==> config.mk <==
export PLATFORM = sky130hd
export DESIGN_NAME = ws2812_bit_encoder
export DESIGN_NICKNAME = d
export VERILOG_FILES = /design/src/rtl/core/wbe_pkg.sv /design/src/rtl/core/wbe_front.sv /design/src/rtl/core/wbe_queue.sv /design/src/rtl/core/wbe_back.sv /design/src/rtl/core/ws2812_bit_encoder.sv
export SDC_FILE = /design/constraint.sdc
export NUM_CORES = 1
export LEC_CHECK = 0
export BUFFER_PORTS_ARGS = -buffer_cell sky130_fd_sc_hd__buf_4
export CORE_MARGIN = 2
export CORE_UTILIZATION = 55
export DETAILED_ROUTE_END_ITERATION = 16
export GPL_TIMING_DRIVEN = 1
export PLACE_DENSITY = 0.78
export RECOVER_POWER = 50
export SYNTH_ARGS = -nofsm -noshare
export SYNTH_HDL_FRONTEND = slang
export SYNTH_HIERARCHICAL = 1
export SYNTH_SLANG_ARGS = --single-unit
export TNS_END_PERCENT = 10
==> constraint.sdc <==
create_clock -name clk -period 13.5 [get_ports clk]
set_input_delay 2.7 -clock clk [delete_from_list [all_inputs] [get_ports clk]]
set_output_delay 2.7 -clock clk [all_outputs]
set_load 0.02 [all_outputs]
==> src/rtl/core/wbe_pkg.sv <==
`timescale 1ns / 1ps
`default_nettype none
// ----------------------------------------------------------------------------
// WS2812 bit encoder package
// Shared widths, register codes, reset values and item types for the
// one-wire pulse-width encoder.
// ----------------------------------------------------------------------------
package wbe_pkg;

	// Field and counter widths.
	localparam int unsigned TICK_W    = 10;
	localparam int unsigned BYTE_W    = 8;
	localparam int unsigned BITS_W    = 4;
	localparam int unsigned CFG_IDX_W = 3;

	// Number of bits sent for one byte.
	localparam logic [BITS_W-1:0] BYTE_BITS = 4'd8;

	// Default depth of the command queue between front and back.
	localparam int unsigned QUEUE_DEPTH_DEF = 4;

	// Configuration register indexes.
	localparam logic [CFG_IDX_W-1:0] CFG_ZERO_HIGH = 3'd0;
	localparam logic [CFG_IDX_W-1:0] CFG_ZERO_LOW  = 3'd1;
	localparam logic [CFG_IDX_W-1:0] CFG_ONE_HIGH  = 3'd2;
	localparam logic [CFG_IDX_W-1:0] CFG_ONE_LOW   = 3'd3;

	// Reset values of the timing registers.
	localparam logic [TICK_W-1:0] ZERO_HIGH_RST = 10'd10;
	localparam logic [TICK_W-1:0] ZERO_LOW_RST  = 10'd56;
	localparam logic [TICK_W-1:0] ONE_HIGH_RST  = 10'd36;
	localparam logic [TICK_W-1:0] ONE_LOW_RST   = 10'd44;

	// Command kinds after classification in the front.
	localparam logic CMD_TICK = 1'b0;
	localparam logic CMD_LOAD = 1'b1;

	// One input item: one clock tick of the bit timer.
	typedef struct packed {
		logic              func;
		logic [BYTE_W-1:0] data_byte;
		logic              last_byte;
	} item_t;

	// One result item.
	typedef struct packed {
		logic pin_level;
		logic busy_res;
		logic byte_done;
		logic frame_done;
		logic load_refused;
	} result_t;

	// Classified command as held in the queue.
	typedef struct packed {
		logic              kind;
		logic [BYTE_W-1:0] data_byte;
		logic              last_byte;
	} cmd_t;

	// Transfer from the front into the queue.
	typedef struct packed {
		logic valid;
		cmd_t cmd;
	} push_t;

	// A programmed length of zero counts as one tick.
	function automatic logic [TICK_W-1:0] at_least_one(input logic [TICK_W-1:0] v);
		at_least_one = (v == '0) ? TICK_W'(1) : v;
	endfunction

endpackage
`default_nettype wire

==> src/rtl/core/wbe_front.sv <==
`timescale 1ns / 1ps
`default_nettype none
// ----------------------------------------------------------------------------
// WS2812 encoder front
// Accepts tick items, classifies each as a plain tick or a byte load and
// holds it in one register stage until the queue takes it.
// ----------------------------------------------------------------------------
module wbe_front
	import wbe_pkg::*;
(
	input  wire   clk,
	input  wire   arst_n,
	input  wire   item_valid,
	output logic  item_stall,
	input  item_t item,
	input  wire   queue_full,
	output push_t push
);

	logic valid_s1;
	cmd_t cmd_s1;
	logic take;

	// The stage can load whenever it is empty or its content moves on.
	assign take       = !valid_s1 || !queue_full;
	assign item_stall = !take;

	// Stage valid flag.
	always_ff @(posedge clk or negedge arst_n) begin
		if (!arst_n) begin
			valid_s1 <= 1'b0;
		end else if (take) begin
			valid_s1 <= item_valid;
		end
	end

	// Classified command payload.
	always_ff @(posedge clk) begin
		if (take && item_valid) begin
			cmd_s1.kind      <= item.func ? CMD_LOAD : CMD_TICK;
			cmd_s1.data_byte <= item.data_byte;
			cmd_s1.last_byte <= item.last_byte;
		end
	end

	assign push.valid = valid_s1;
	assign push.cmd   = cmd_s1;

endmodule
`default_nettype wire

==> src/rtl/core/wbe_queue.sv <==
`timescale 1ns / 1ps
`default_nettype none
// ----------------------------------------------------------------------------
// WS2812 encoder command queue
// Short first-in first-out buffer that decouples the front from the
// serialiser in the back.
// ----------------------------------------------------------------------------
module wbe_queue
	import wbe_pkg::*;
#(
	parameter int unsigned QUEUE_DEPTH = QUEUE_DEPTH_DEF
) (
	input  wire   clk,
	input  wire   arst_n,
	input  push_t push,
	output logic  full,
	output logic  head_valid,
	output cmd_t  head,
	input  wire   pop
);

	localparam int unsigned PTR_W = (QUEUE_DEPTH > 1) ? $clog2(QUEUE_DEPTH) : 1;
	localparam int unsigned CNT_W = $clog2(QUEUE_DEPTH + 1);

	cmd_t             mem_q [QUEUE_DEPTH];
	logic [PTR_W-1:0] wr_ptr_q;
	logic [PTR_W-1:0] rd_ptr_q;
	logic [CNT_W-1:0] count_q;
	logic             do_push;
	logic             do_pop;

	assign full       = (count_q == CNT_W'(QUEUE_DEPTH));
	assign head_valid = (count_q != '0);
	assign head       = mem_q[rd_ptr_q];
	assign do_push    = push.valid && !full;
	assign do_pop     = pop && head_valid;

	// Storage write.
	always_ff @(posedge clk) begin
		if (do_push) begin
			mem_q[wr_ptr_q] <= push.cmd;
		end
	end

	// Pointers and fill count.
	always_ff @(posedge clk or negedge arst_n) begin
		if (!arst_n) begin
			wr_ptr_q <= '0;
			rd_ptr_q <= '0;
			count_q  <= '0;
		end else begin
			if (do_push) begin
				wr_ptr_q <= (wr_ptr_q == PTR_W'(QUEUE_DEPTH - 1)) ? '0 : wr_ptr_q + 1'b1;
			end
			if (do_pop) begin
				rd_ptr_q <= (rd_ptr_q == PTR_W'(QUEUE_DEPTH - 1)) ? '0 : rd_ptr_q + 1'b1;
			end
			if (do_push && !do_pop) begin
				count_q <= count_q + 1'b1;
			end else if (do_pop && !do_push) begin
				count_q <= count_q - 1'b1;
			end
		end
	end

endmodule
`default_nettype wire

==> src/rtl/core/wbe_back.sv <==
`timescale 1ns / 1ps
`default_nettype none
// ----------------------------------------------------------------------------
// WS2812 encoder back
// Holds the timing registers and the serialiser state, carries out one
// tick per command and presents the result in an output register.
// ----------------------------------------------------------------------------
module wbe_back
	import wbe_pkg::*;
(
	input  wire                  clk,
	input  wire                  arst_n,
	input  wire                  head_valid,
	input  cmd_t                 head,
	output logic                 pop,
	input  wire                  cfg_valid,
	output logic                 cfg_ready,
	input  wire  [CFG_IDX_W-1:0] cfg_index,
	input  wire  [TICK_W-1:0]    cfg_data,
	output logic                 result_valid,
	input  wire                  result_stall,
	output result_t              result
);

	logic [TICK_W-1:0] zero_high_q;
	logic [TICK_W-1:0] zero_low_q;
	logic [TICK_W-1:0] one_high_q;
	logic [TICK_W-1:0] one_low_q;

	logic [BYTE_W-1:0] shift_q;
	logic [BITS_W-1:0] bits_left_q;
	logic              high_q;
	logic [TICK_W-1:0] ticks_q;
	logic              frame_pend_q;

	logic              out_valid_q;
	result_t           out_q;

	logic              idle;
	logic              offer;
	logic              load;
	logic              active;
	logic [BYTE_W-1:0] cur_byte;
	logic [BITS_W-1:0] cur_bits;
	logic              cur_high;
	logic [TICK_W-1:0] cur_ticks;
	logic              cur_frame;
	logic [TICK_W-1:0] dur;
	logic [TICK_W-1:0] ticks_next;
	logic              phase_end;
	logic [BITS_W-1:0] bits_dec;
	logic              byte_end;
	result_t           res;

	assign cfg_ready = 1'b1;

	// Timing registers; writes beyond the register list are ignored.
	always_ff @(posedge clk or negedge arst_n) begin
		if (!arst_n) begin
			zero_high_q <= ZERO_HIGH_RST;
			zero_low_q  <= ZERO_LOW_RST;
			one_high_q  <= ONE_HIGH_RST;
			one_low_q   <= ONE_LOW_RST;
		end else if (cfg_valid) begin
			if (cfg_index == CFG_ZERO_HIGH) zero_high_q <= cfg_data;
			if (cfg_index == CFG_ZERO_LOW)  zero_low_q  <= cfg_data;
			if (cfg_index == CFG_ONE_HIGH)  one_high_q  <= cfg_data;
			if (cfg_index == CFG_ONE_LOW)   one_low_q   <= cfg_data;
		end
	end

	// A command is taken when the output register is free or being emptied.
	assign pop = head_valid && (!out_valid_q || !result_stall);

	// Load decision: a byte is accepted only while nothing is in progress.
	assign idle   = (bits_left_q == '0);
	assign offer  = (head.kind == CMD_LOAD);
	assign load   = idle && offer;
	assign active = !idle || offer;

	// Effective state for this tick, with a fresh byte taking effect at once.
	assign cur_byte  = load ? head.data_byte : shift_q;
	assign cur_bits  = load ? BYTE_BITS : bits_left_q;
	assign cur_high  = load ? 1'b1 : high_q;
	assign cur_ticks = load ? '0 : ticks_q;
	assign cur_frame = load ? head.last_byte : frame_pend_q;

	// Phase length and end-of-phase test.
	always_comb begin
		if (cur_high) begin
			dur = at_least_one(cur_byte[BYTE_W-1] ? one_high_q : zero_high_q);
		end else begin
			dur = at_least_one(cur_byte[BYTE_W-1] ? one_low_q : zero_low_q);
		end
	end

	assign ticks_next = cur_ticks + 1'b1;
	assign phase_end  = (ticks_next >= dur);
	assign bits_dec   = cur_bits - 1'b1;
	assign byte_end   = active && phase_end && !cur_high && (bits_dec == '0);

	// Result of this tick.
	always_comb begin
		res.pin_level    = active && cur_high;
		res.busy_res     = active;
		res.byte_done    = byte_end;
		res.frame_done   = byte_end && cur_frame;
		res.load_refused = !idle && offer;
	end

	// Serialiser state.
	always_ff @(posedge clk or negedge arst_n) begin
		if (!arst_n) begin
			shift_q      <= '0;
			bits_left_q  <= '0;
			high_q       <= 1'b0;
			ticks_q      <= '0;
			frame_pend_q <= 1'b0;
		end else if (pop && active) begin
			shift_q      <= cur_byte;
			bits_left_q  <= cur_bits;
			high_q       <= cur_high;
			ticks_q      <= ticks_next;
			frame_pend_q <= cur_frame;
			if (phase_end) begin
				ticks_q <= '0;
				if (cur_high) begin
					high_q <= 1'b0;
				end else begin
					high_q      <= !byte_end;
					shift_q     <= {cur_byte[BYTE_W-2:0], 1'b0};
					bits_left_q <= bits_dec;
					if (byte_end) begin
						frame_pend_q <= 1'b0;
					end
				end
			end
		end
	end

	// Output register valid.
	always_ff @(posedge clk or negedge arst_n) begin
		if (!arst_n) begin
			out_valid_q <= 1'b0;
		end else if (!out_valid_q || !result_stall) begin
			out_valid_q <= pop;
		end
	end

	// Output register payload.
	always_ff @(posedge clk) begin
		if (pop) begin
			out_q <= res;
		end
	end

	assign result_valid = out_valid_q;
	assign result       = out_q;

endmodule
`default_nettype wire

==> src/rtl/core/ws2812_bit_encoder.sv <==
// WS2812 one-wire bit encoder. Every transfer on the item channel is one tick
// of the bit timer and produces exactly one transfer on the result channel,
// in order. A tick that offers a byte while the encoder is idle starts that
// byte at once (its first high tick is the same tick); a byte offered while
// another is in progress is dropped and flagged as refused. Each bit is a
// high phase and a low phase whose lengths come from the four timing
// registers, a programmed zero counting as one tick. The block takes one
// item per clock cycle, sustained, as long as results are taken; the figure
// is set by the serialiser in the back, which updates its state once per
// tick. Each item passes through the front register, the command queue and
// the output register before its result appears. The queue lets the input
// side keep transferring while the result side stalls, until it is full.
// Timing registers are written through the configuration channel, which is
// always ready; write them only while no tick is in flight.
`timescale 1ns / 1ps
`default_nettype none
// ----------------------------------------------------------------------------
// WS2812 bit encoder top level
// Front register, command queue and serialiser back end.
// ----------------------------------------------------------------------------
module ws2812_bit_encoder
	import wbe_pkg::*;
#(
	parameter int unsigned QUEUE_DEPTH = QUEUE_DEPTH_DEF
) (
	input  wire                  clk,
	input  wire                  arst_n,
	input  wire                  item_valid,
	output logic                 item_stall,
	input  item_t                item,
	output logic                 result_valid,
	input  wire                  result_stall,
	output result_t              result,
	input  wire                  cfg_valid,
	output logic                 cfg_ready,
	input  wire  [CFG_IDX_W-1:0] cfg_index,
	input  wire  [TICK_W-1:0]    cfg_data
);

	push_t push;
	logic  queue_full;
	logic  head_valid;
	cmd_t  head;
	logic  pop;

	// Accept and classify.
	wbe_front u_front (
		.clk        (clk),
		.arst_n     (arst_n),
		.item_valid (item_valid),
		.item_stall (item_stall),
		.item       (item),
		.queue_full (queue_full),
		.push       (push)
	);

	// Decoupling queue.
	wbe_queue #(
		.QUEUE_DEPTH (QUEUE_DEPTH)
	) u_queue (
		.clk        (clk),
		.arst_n     (arst_n),
		.push       (push),
		.full       (queue_full),
		.head_valid (head_valid),
		.head       (head),
		.pop        (pop)
	);

	// Serialise and report.
	wbe_back u_back (
		.clk          (clk),
		.arst_n       (arst_n),
		.head_valid   (head_valid),
		.head         (head),
		.pop          (pop),
		.cfg_valid    (cfg_valid),
		.cfg_ready    (cfg_ready),
		.cfg_index    (cfg_index),
		.cfg_data     (cfg_data),
		.result_valid (result_valid),
		.result_stall (result_stall),
		.result       (result)
	);

endmodule
`default_nettype wire

==> results by group <==
Status
  – Status: finished, violations left
  – Violations in the final reports: capacitance limit, slew limit

Route
  – Top routing layer in use: met4
  – Met3 wire len: roughly 420 um
  – Post-detailed-route wirelength per cell: roughly 17 um
  – Met1 WL: approximately 5 mm
  – Detailed Routing Iterations Pass 1: 4
  – Via count normalized by instance count: roughly 5.8
  – Initial DRC Count: 232
  – Vias after detailed routing: about 3,700
  – Total detailed-routing wirelength: approximately 11 mm
  – Amount of wire on met2 after detailed routing: between 5 and 6 mm
  – Post-detailed-route DRC marker count: 0
  – Routed Antenna Nets: 0

Clock tree
  – Clock tree from TritonCTS: done
  – Library cell used as clock root buffer: clkbuf_8
  – Buffer levels on the longest clock path: 2
  – Clk sink count: 128
  – Hold Buf Count CTS: 0
  – H-tree level count: 4
  – Insertion delay of the later-clocked pin in the worst-skew pair: 0.53 ns
  – Resize count post-CTS: 0
  – Post-CTS Setup Inserts: 0
  – Clock edge transition at the registers on the reported setup and hold paths: approximately 0.06 ns
  – TritonCTS buffer count: 17

Timing
  – Total Neg Setup Slack: 0 ns
  – Max Transition Viols Final: 74
  – Clock skew: 0.00748 ns
  – Period utilisation layout: 42.1%
  – Final number of setup-violating endpoints: 0
  – Worst slew pin tran: around 3.9 ns
  – RSZ-0062 raised after global routing: false
  – Final hold slack: just under 0.5 ns
  – Max transition margin: -158%
  – Peak clock frequency supported by timing: 0.176 GHz
  – Shortest period the worst path allows: ~5.7 ns
  – Final Hold Violating Endpoints: 0

GRT
  – Via count of the first global-routing pass: between 3,000 and 4,000
  – Antenna violations before repair: 0
  – Total global routing track utilization: between 20% and 30%
  – First-pass GRT wire length: around 18 mm
  – Pin count of the biggest net entering global routing: 74
  – Overflow left after global routing: 0

Power
  – Leakage power summed over all cells: 2.77 nW
  – Overall power consumption: ~1.5 mW
  – Total power density per cell area: roughly 220 nW/um^2
  – Largest vdd supply drop: approximately 0.00015 V

Synth
  – Yosys cell types: 57
  – Number of warnings reported in the yosys synthesis log: 6
  – Netlist area before placement: between 6000 and 7000 um^2
  – Number of synthesized flops with an enable pin: 55
  – Post-Synthesis Net Count: 500
  – Yosys reg bits: between 100 and 150
  – Synthesized instance count: roughly 450
  – Post-synthesis sequential area ratio: roughly three fifths
  – Fraction of registers with async set/reset: a little under three fifths
  – Prevailing post-synth register cell: dfrtp_1
  – Avg Cell Area, Syn: around 13 um^2

Critical path
  – Worst-path cell chain: clkbuf_1
  – Critical path buffer and inverter count: 1
  – Stage delay of the slowest cell on the critical path: approximately 2.7 ns
  – Kind of start point of the critical path: input port
  – Data required time at the worst endpoint: between 10 and 15 ns
  – Reg2reg setup slack: 8.16 ns
  – Startpoint of the most critical setup path: arst_n
  – Data arrival at the endpoint of the critical path: roughly 5.4 ns
  – Worst path top cell family by delay: buffers and inverters
  – Kind of critical path: in -> async
  – CP endpoint kind: asynchronous set/reset pin
  – CP max FO: 73
  – Slowest CP cell: clkbuf_1
  – Worst reg2reg path startpoint: u_queue/rd_ptr_q[0]$_DFFE_PN0P_

Worst hold path
  – Worst hold path startpoint: u_back/ticks_q[9]$_DFFE_PN0P_
  – Type of the worst min-delay path: reg -> reg

Cells and area
  – Layout net count: roughly 540
  – Final Non-Filler Cells: approximately 650
  – Leading cell type in the layout, fill and taps excluded: dfrtp_1
  – Synth-to-layout area growth: 15.1%
  – Commonest cells after routing, fill and taps aside: 63 x dfrtp_1, 55 x edfxtp_1, 46 x mux2_2, 45 x nand2_1, 28 x nor2_1
  – Total inserted antenna cells: 0
  – Fraction of layout instances using a drive strength above 1: 28.3%

Place
  – # placed instances: between 600 and 700
  – Number of buffers added on ports: 34
  – Post-DP HPWL: roughly 7.7 mm
  – Final GP Congestion: around 0.9

Run
  – Max Cap Violations: 1

Floorplan
  – Effective utilization at floorplan: between 50% and 60%
  – Number of placement rows: 38
  – Std-Cell Core Area: 10,700 um^2
  – Vertical die dimension: about 110 um
  – Floorplan die area: 11,800 um^2
  – IO Pins: 36
  – Width of the chip: approximately 110 um
[final timing paths]
| path | cells past startpoint | to |
|---|---|---|
| setup / recovery | 1 | u_back/zero_low_q[8]$_DFFE_PN0P_ |
| hold / removal | 2 | u_back/ticks_q[9]$_DFFE_PN0P_ |
| setup reg to reg | 14 | u_back/result[1]$_DFFE_PP_ |
| hold reg to reg | 2 | u_back/ticks_q[9]$_DFFE_PN0P_ |
| max in group clk | 14 | u_back/result[1]$_DFFE_PP_ |
| min in group asynchronous | 1 | u_back/bits_left_q[0]$_DFFE_PN0P_ |
[power by group]
| group | switching (mW) | internal, mW |
|---|---|---|
| Combinational | 0.280 | 0.244 |
| Clock | 0.167 | 0.243 |
| Sequential | 0.0823 | 0.521 |
[cell usage after synthesis, types with 3 or more instances]
cell | n | share of area, %
dfrtp_1 | 63 | 26
nand2_1 | 45 | 2.8
mux4_2 | 10 | 3.7
nor4_1 | 9 | 0.94
nand4_1 | 6 | 0.62
buf_2 | 5 | 0.42
o22a_1 | 6 | 0.87
mux2_1 | 3 | 0.56
o22ai_1 | 5 | 0.52
o21ai_0 | 10 | 0.83
and2_1 | 7 | 0.73
o21ai_1 | 3 | 0.25
ha_1 | 19 | 4.0
mux2i_1 | 20 | 3.3
buf_4 | 3 | 0.37
xor2_1 | 8 | 1.2
a21oi_1 | 9 | 0.75
nand3_1 | 17 | 1.4
and3_1 | 3 | 0.31
dfstp_2 | 10 | 4.4
xnor2_1 | 5 | 0.73
nor2_1 | 28 | 1.7
mux2_2 | 46 | 8.6
inv_1 | 8 | 0.50
clkbuf_1 | 7 | 0.44
edfxtp_1 | 55 | 27
nand2b_1 | 3 | 0.31
[worst min-delay path, stage by stage (launching register included)]
cell and delay, ns:
dfrtp_1 0.35, nand2_1 0.05, nand2_1 0.05
[state kept, by name, indices dropped and copies added (netlist names)]
register	cells
u_back/high_q	1
u_queue/count_q	3
u_back/shift_q	8
u_back/ticks_q	10
u_front/push	10
u_back/zero_high_q	10
u_queue/mem_q	40
u_back/frame_pend_q	1
u_back/result_valid	1
u_back/one_low_q	10
u_back/bits_left_q	4
u_queue/rd_ptr_q	2
u_back/zero_low_q	10
u_back/result	5
u_back/one_high_q	10
u_queue/wr_ptr_q	2
u_front/valid_s1	1
[metrics by stage]
stage / cell area (um^2) / worst slack [ns] / util [%]
after floorplan: 6010 / 9.14 / -
after global placement: 6410 / 8.32 / 59.6
after detailed placement: 6410 / 8.17 / 59.6
after CTS: 6940 / 8.14 / 64.6
after global routing: 6920 / 6.95 / 64.4
final: 6920 / 7.82 / 64.4
[final cells by class]
class	instances	area, um^2
clock inverters	14	115
multi-input cells	300	2410
fillers	807	3820
well taps	140	175
flip-flops and latches	128	3490
clock buffers	18	418
repair buffers	38	278
inverters	8	30.0
[routing by layer]
metal | global-route usage [%] | up-vias
met5 | 0 | -
met4 | 9.62 | 0
met2 | 34.0 | 84
met1 | 26.4 | 1847
li1 | - | 1761
met3 | 6.45 | 23
[cells by family after synthesis]
group,share of synthesized area (%)
xor gates and xnor gates,1.89
and+or+nand+nor,11.1
AOI/OAI and AO/OA,6.05
buffers and inverters,1.79
other,0.0624
muxes,16.7
adders and majority gates,4.29
DFF,58.1
No activity file was read; power rests on OpenSTA's default activity.
